`src/hw/rtl/hourly_ema_trend_regime_gate_top_defines.svh`:
```
// Assertion helpers shared by the gate's RTL.
// Each use must sit where clk and rst are visible.
`ifndef HOURLY_EMA_TREND_REGIME_GATE_TOP_DEFINES_SVH
`define HOURLY_EMA_TREND_REGIME_GATE_TOP_DEFINES_SVH

// Same-cycle implication.
`define HETRG_ASSERT_IMPL(label, ante, cons, msg) \
  label: assert property (@(posedge clk) disable iff (rst) (ante) |-> (cons)) \
    else $error(msg);

// Next-cycle implication.
`define HETRG_ASSERT_NEXT(label, ante, cons, msg) \
  label: assert property (@(posedge clk) disable iff (rst) (ante) |=> (cons)) \
    else $error(msg);

`endif

```
`src/hw/rtl/hetrg_pkg.sv`:
```
package hetrg_pkg;

  localparam int DEF_HISTORY_DEPTH = 128;
  localparam int DEF_FRACTION_BITS = 16;

  localparam int GAIN_BITS   = 16;
  localparam int PRICE_W     = 32;
  localparam int TIME_W      = 40;
  localparam int SECONDS_W   = 17;
  localparam int PERIOD_W    = 10;
  localparam int PERSIST_W   = 7;
  localparam int COUNT_W     = 11;
  localparam int CFG_INDEX_W = 3;
  localparam int CFG_DATA_W  = 17;
  localparam int STEP_W      = $clog2(TIME_W);

  localparam logic [GAIN_BITS-1:0] RST_SLOW_GAIN       = 16'd652;
  localparam logic [GAIN_BITS-1:0] RST_FAST_GAIN       = 16'd2570;
  localparam logic [PERIOD_W-1:0]  RST_SLOW_PERIOD     = 10'd200;
  localparam logic [PERSIST_W-1:0] RST_PERSIST_BUCKETS = 7'd100;
  localparam logic [SECONDS_W-1:0] RST_BUCKET_SECONDS  = 17'd3600;

  typedef struct packed {
    logic [TIME_W-1:0]  sample_time;
    logic [PRICE_W-1:0] close_price;
  } sample_t;

  typedef struct packed {
    logic long_block;
    logic short_block;
    logic is_warm;
    logic bucket_closed;
  } result_t;

  typedef enum logic [CFG_INDEX_W-1:0] {
    CFG_SLOW_GAIN       = 3'd0,
    CFG_FAST_GAIN       = 3'd1,
    CFG_SLOW_PERIOD     = 3'd2,
    CFG_PERSIST_BUCKETS = 3'd3,
    CFG_BUCKET_SECONDS  = 3'd4
  } cfg_index_t;

  typedef enum logic [3:0] {
    ST_IDLE,
    ST_DIV,
    ST_CHECK,
    ST_SEED,
    ST_SLOW_START,
    ST_SLOW_MUL,
    ST_SLOW_RND,
    ST_SLOW_APPLY,
    ST_FAST_START,
    ST_FAST_MUL,
    ST_FAST_RND,
    ST_FAST_APPLY,
    ST_HIST_WR,
    ST_HIST_RD,
    ST_EVAL,
    ST_EMIT
  } ctrl_state_t;

  typedef struct packed {
    logic load;
    logic div_step;
    logic check;
    logic seed;
    logic mul_start;
    logic mul_step;
    logic mul_round;
    logic mul_apply;
    logic sel_fast;
    logic hist_write;
    logic hist_read;
    logic eval;
    logic emit;
  } ctrl_cmd_t;

  typedef struct packed {
    logic div_done;
    logic mul_done;
    logic fold_now;
    logic seeded;
    logic out_free;
  } ctrl_stat_t;

endpackage

```
`src/hw/rtl/hetrg_ctrl.sv`:
```
`include "hourly_ema_trend_regime_gate_top_defines.svh"

module hetrg_ctrl import hetrg_pkg::*; (
  input  logic       clk,
  input  logic       rst,
  input  logic       sample_valid,
  output logic       sample_stall,
  input  ctrl_stat_t stat,
  output ctrl_cmd_t  cmd
);

  ctrl_state_t state, state_next;

  always_ff @(posedge clk) begin
    if (rst) begin
      state <= ST_IDLE;
    end else begin
      state <= state_next;
    end
  end

  always_comb begin
    state_next = state;
    unique case (state)
      ST_IDLE:       if (sample_valid) state_next = ST_DIV;
      ST_DIV:        if (stat.div_done) state_next = ST_CHECK;
      ST_CHECK: begin
        if (!stat.fold_now) begin
          state_next = ST_EMIT;
        end else if (stat.seeded) begin
          state_next = ST_SLOW_START;
        end else begin
          state_next = ST_SEED;
        end
      end
      ST_SEED:       state_next = ST_HIST_WR;
      ST_SLOW_START: state_next = ST_SLOW_MUL;
      ST_SLOW_MUL:   if (stat.mul_done) state_next = ST_SLOW_RND;
      ST_SLOW_RND:   state_next = ST_SLOW_APPLY;
      ST_SLOW_APPLY: state_next = ST_FAST_START;
      ST_FAST_START: state_next = ST_FAST_MUL;
      ST_FAST_MUL:   if (stat.mul_done) state_next = ST_FAST_RND;
      ST_FAST_RND:   state_next = ST_FAST_APPLY;
      ST_FAST_APPLY: state_next = ST_HIST_WR;
      ST_HIST_WR:    state_next = ST_HIST_RD;
      ST_HIST_RD:    state_next = ST_EVAL;
      ST_EVAL:       state_next = ST_EMIT;
      ST_EMIT:       if (stat.out_free) state_next = ST_IDLE;
      default:       state_next = ST_IDLE;
    endcase
  end

  always_comb begin
    cmd          = '0;
    sample_stall = 1'b1;
    unique case (state)
      ST_IDLE: begin
        sample_stall = 1'b0;
        cmd.load     = sample_valid;
      end
      ST_DIV:        cmd.div_step = 1'b1;
      ST_CHECK:      cmd.check = 1'b1;
      ST_SEED:       cmd.seed = 1'b1;
      ST_SLOW_START: cmd.mul_start = 1'b1;
      ST_SLOW_MUL:   cmd.mul_step = 1'b1;
      ST_SLOW_RND:   cmd.mul_round = 1'b1;
      ST_SLOW_APPLY: cmd.mul_apply = 1'b1;
      ST_FAST_START: begin
        cmd.mul_start = 1'b1;
        cmd.sel_fast  = 1'b1;
      end
      ST_FAST_MUL: begin
        cmd.mul_step = 1'b1;
        cmd.sel_fast = 1'b1;
      end
      ST_FAST_RND: begin
        cmd.mul_round = 1'b1;
        cmd.sel_fast  = 1'b1;
      end
      ST_FAST_APPLY: begin
        cmd.mul_apply = 1'b1;
        cmd.sel_fast  = 1'b1;
      end
      ST_HIST_WR:    cmd.hist_write = 1'b1;
      ST_HIST_RD:    cmd.hist_read = 1'b1;
      ST_EVAL:       cmd.eval = 1'b1;
      ST_EMIT:       cmd.emit = stat.out_free;
      default:       cmd = '0;
    endcase
  end

  `HETRG_ASSERT_NEXT(a_accept_starts_div, sample_valid && !sample_stall, state == ST_DIV, "accepted request did not start the divider")
  `HETRG_ASSERT_IMPL(a_emit_needs_room, cmd.emit, stat.out_free, "result written over a pending result")

endmodule

```
`config.mk`:
```
export PLATFORM = sky130hd
export DESIGN_NAME = hetrg_ctrl
export DESIGN_NICKNAME = d
export VERILOG_FILES = /design/src/hw/rtl/hetrg_pkg.sv /design/src/hw/rtl/hetrg_ctrl.sv
export VERILOG_INCLUDE_DIRS = /design/src /design/src/hw/rtl
export SDC_FILE = /design/constraint.sdc
export NUM_CORES = 1
export LEC_CHECK = 0
export BUFFER_PORTS_ARGS = -buffer_cell sky130_fd_sc_hd__buf_2
export CAP_MARGIN = 20
export CORE_AREA = 2 2 39 41
export DETAILED_ROUTE_END_ITERATION = 16
export DIE_AREA = 0 0 41 43
export PLACE_DENSITY_LB_ADDON = 0.08
export SLEW_MARGIN = 40
export SYNTH_ARGS = -nofsm -noshare
export SYNTH_HDL_FRONTEND = slang
export SYNTH_SLANG_ARGS = --single-unit
```
`constraint.sdc`:
```
create_clock -name clk -period 1.2 [get_ports clk]
set_input_delay 0.06 -clock clk [delete_from_list [all_inputs] [get_ports clk]]
set_output_delay 0.06 -clock clk [all_outputs]
set_load 0.005 [all_outputs]
```
* Word level (Yosys, flattened, before mapping)
Cells that the tools add are included.
W data, S select, Z words.
** Word-level totals
- Output and inout bits :: 14
- Register bits :: 4
** Operators by class
- Equality and inequality tests :: 20
- Reductions and logical operators :: 8
- Mux-type cells :: 22
** Operators by type and width (count)
- $pmux W4 S15 :: 1
- $eq A4 B4 Y1 const B :: 8
- $mux W4 :: 6
- $eq A4 B3 Y1 const B :: 4
- $mux W1 :: 14
- $ne A2 B2 Y1 const B :: 5
- $reduce_or A2 Y1 :: 5
- $eq A4 B2 Y1 const B :: 2
- $reduce_and A5 Y1 :: 1
- $eq A4 B1 Y1 const B :: 1
- $logic_not A4 Y1 :: 1
- $reduce_or A4 Y1 :: 1
- $mux W3 :: 1

* Depth between registers and ports, before layout
- Depth after elaboration :: 3
- Gate-level depth with buffers :: 5
- Mapped depth without buffers :: 4

* Worst setup path after synthesis
Ideal clock, no wire load.
- Path type :: reg-to-reg
- Start point :: register state[3]
- End point :: register state[0]
- Setup time :: 125 ps
- Required time :: 1075 ps
- Period minus slack after synthesis :: 1371 ps
- Data arrival time :: 1246 ps
- Path slack :: -171 ps
- Stages on the path, launching flop included :: 6
- Cells stage by stage :: dfxtp_1 > buf_6 > or3_4 > or2_1 > nor2_1 > a211oi_2
** Between the ends
- Word-level cells in the longest chain between the ends :: 3
** Ends and longest elaborated chain
- start, declared :: line hetrg_ctrl.sv:12 : ctrl_state_t state, state_next;
- start signal, assigned :: line hetrg_ctrl.sv:18 : state <= state_next;
- $eq A4 B4 Y1, or another cell as far along :: line hetrg_ctrl.sv:24 : unique case (state)
- $reduce_or A2 Y1 (no source line) / $ne A2 B2 Y1 (equally long branches)
- $pmux W4 S15 / $reduce_and A5 Y1 (equally long branches)
Parallel ways exist; a longest one is shown, timed or not.
A chain may end at the register's enable or synchronous reset.

==> impl_metrics.py <==
metrics = {
    "grt": {
        "grt_use_total_pct": 18.8,
        "grt_pass1_vias": 521,
        "grt_pass1_wl_um": 2250,
        "grt.overflow.total": 0,
        "grt_max_degree": 9,
        "antenna_found_initial": 0,
    },
    "sta": {
        "slew_violations": 0,
        "max_clock_freq_ghz": 0.686,
        "fin_ws_ps": -258,
        "skew_ps": 2.50,
        "finalHoldViolCount": 0,
        "finalCritPeriodShare_pct": 122,
        "maxSlewHeadroom_pct": 82.3,
        "worst_pin_slew_ps": 262,
        "setup_viol": 17,
        "rsz0062_at_grt": "true",
        "fin_crit_ps": 1460,
    },
    "outcome": {
        "violations": "setup timing",
        "status": "complete, but fails checks",
    },
    "drt": {
        "via_per_inst": 4.92,
        "top_layer": "met3",
        "first_pass_iters": 2,
        "wl_met3_um": 82,
        "vias": 581,
        "drt-met1-wl_um": 659,
        "totalWireLength_um": 1520,
        "antenna_left": 0,
        "drtIter0Drc": 3,
        "drc": 0,
        "wl_per_cell_um": 12.9,
        "met2_length_um": 777,
    },
    "synthesis": {
        "postSynthCellCount": 57,
        "synth_fp_nets": 65,
        "yosys_warnings": 0,
        "ys_ff_latch": 4,
        "syn-cell-area_sq_um": 420,
        "synth_top_flop_cell": "dfxtp_1",
        "synth_area_per_cell_sq_um": 7.38,
        "synth_edf_count": 0,
        "synth-simple-area-share_pct": 40.5,
        "synth_xor_area_share_pct": 3.87,
        "async_flop_share_pct": 0,
        "synth_seq_area_share_pct": 19.0,
        "yosysUniqueCellTypes": 32,
        "synth_top_family_by_area": "simple AND/OR/NAND/NOR gates",
        "synth-compound-area-share_pct": 20.5,
        "muxShareOfSynthArea_pct": 5.06,
        "synthAdderAreaFrac_pct": 0,
    },
    "cts": {
        "cts_max_path_buffers": 2,
        "htreeDepth": 1,
        "clock-sinks": 4,
        "cts_tree": "yes",
        "cts_root_buf": "clkbuf_4",
        "cts_buffers": 3,
        "cts.clk_slew.worst_paths_ps": 40,
        "clock_latency_ps": 240,
    },
    "floorplan": {
        "rows": 14,
        "io_pins": 22,
        "die_h_um": 43,
        "die_area_sq_mm": 0.00176,
        "core_sq_mm": 0.00138,
        "die_w_um": 41,
        "start_util_pct": 30.4,
    },
    "final_layout": {
        "fin_nets": 112,
        "layout_commonest_cell": "buf_2",
        "largest_reg_flops": 4,
        "drive_gt1_share_pct": 78.4,
        "post-route-cell-area_sq_um": 935,
        "mostFrequentLayoutCells": "21 x buf_2, 15 x buf_4, 11 x buf_6",
        "top_register": "state",
        "multi_input_area_sq_um": 442,
        "regArea_sq_um": 95.1,
        "fillers": 109,
        "diodes": 0,
        "reg_top3": "state (4)",
        "syn_to_final_growth_pct": 122,
    },
    "placement": {
        "gp_congestion": 0.728,
        "dp_hpwl_um": 974,
        "place_area_sq_um": 649,
        "port_buffers": 21,
        "pre_cts_ws_ps": -110,
    },
    "worst_setup_path": {
        "crit_path_end_kind": "output port",
        "startpoint_type": "flop",
        "cp.arrival_ps": 1400,
        "required_ps": 1140,
        "cpPeakStageDelay_ps": 380,
        "path_class": "reg -> out",
        "rrSetupSlack_ps": -250,
        "cpMaxStageDelayCell": "dfxtp_4",
        "worstPathCellList": "or3_4 > or2_4 > nor2_2 > buf_2",
        "crit_fanout": 8,
    },
    "power_and_ir_drop": {
        "power_density_mw_per_mm2": 1020,
        "p_leak_nw": 0.437,
        "ir_worst_vdd_v": 0.000837,
    },
    "worst_hold_path": {
        "hp-class": "in -> reg",
    },
    "run": {
        "maxCapViolations": 0,
    },
}
Yosys cell counts (2+ instances only):
cell type  number  area (sq um)
inv_1           3          11.3
buf_4           2          15.0
dfxtp_1         4          80.1
a21oi_1         2          10.0
and3_1          2          12.5
nor3b_1         2          15.0
nor3_1          4          20.0
nand2_1         4          15.0
nor2_1          9          33.8
nand2b_1        3          18.8
cell type report:
class / count / area share, %
clock buffer: 3 / 2.41
inverter: 3 / 1.47
tap: 16 / 2.14
multi-input combinational: 45 / 47.3
sequential: 4 / 10.2
timing repair buffer: 47 / 36.5
metal layers:
| layer | GRT usage (%) | vias to the layer above |
|---|---|---|
| met5 | 0 | - |
| met4 | 4.00 | 0 |
| met3 | 4.71 | 0 |
| met1 | 24.4 | 269 |
| met2 | 30.0 | 17 |
| li1 | - | 295 |
final timing paths:
| path | startpoint | to | cells after the start |
|---|---|---|---|
| worst min register to register | state[2] | state[2] | 2 |
| worst max-delay path | state[2] | cmd[12] | 4 |
| worst max register to register | state[1] | state[3] | 7 |
| worst min-delay path | rst | state[1] | 2 |
cells by family after synthesis:
| kind of cell | count (synthesis) |
|---|---|
| simple gates | 32 |
| compound gates | 10 |
| buf+inv | 8 |
| flops | 4 |
| mux | 2 |
| xor+xnor | 1 |
metrics by stage:
stage          hold WS, ps  setup TNS (ps)  util [%]  cells  total power [W]
2_1_floorplan          133            -358         -     57         0.000394
3_3_place_gp           311            -586      46.9    106         0.000555
3_5_place_dp           314            -500      46.9    106         0.000555
4_1_cts               61.1           -2650      62.8    116         0.000875
5_1_grt               91.0           -3490      67.5    118          0.00100
6_report              80.2           -2680      67.5    118         0.000950
critical path, delay by kind of cell, from the launching register on:
family                 cells  cell delay, ps
buffers and inverters      1             110
and+or+nand+nor            3             670
DFF                        1             380
repair_timing:
item / CTS / global route
hold buffers: 0 / 0
setup endpoints to repair: 16 / 17
pin swaps: 9 / 6
resized for setup: 36 / 10
cloned: 0 / 0
setup buffers: 7 / 2
power by group:
| group | switching, W | internal [W] | leakage, nW | total [W] |
|---|---|---|---|---|
| clock network | 0.0000566 | 0.000112 | 0.0138 | 0.000169 |
| registers | 0.0000307 | 0.000152 | 0.0356 | 0.000183 |
| logic | 0.000264 | 0.000334 | 0.388 | 0.000598 |
Power figures use the tool's default switching activity.
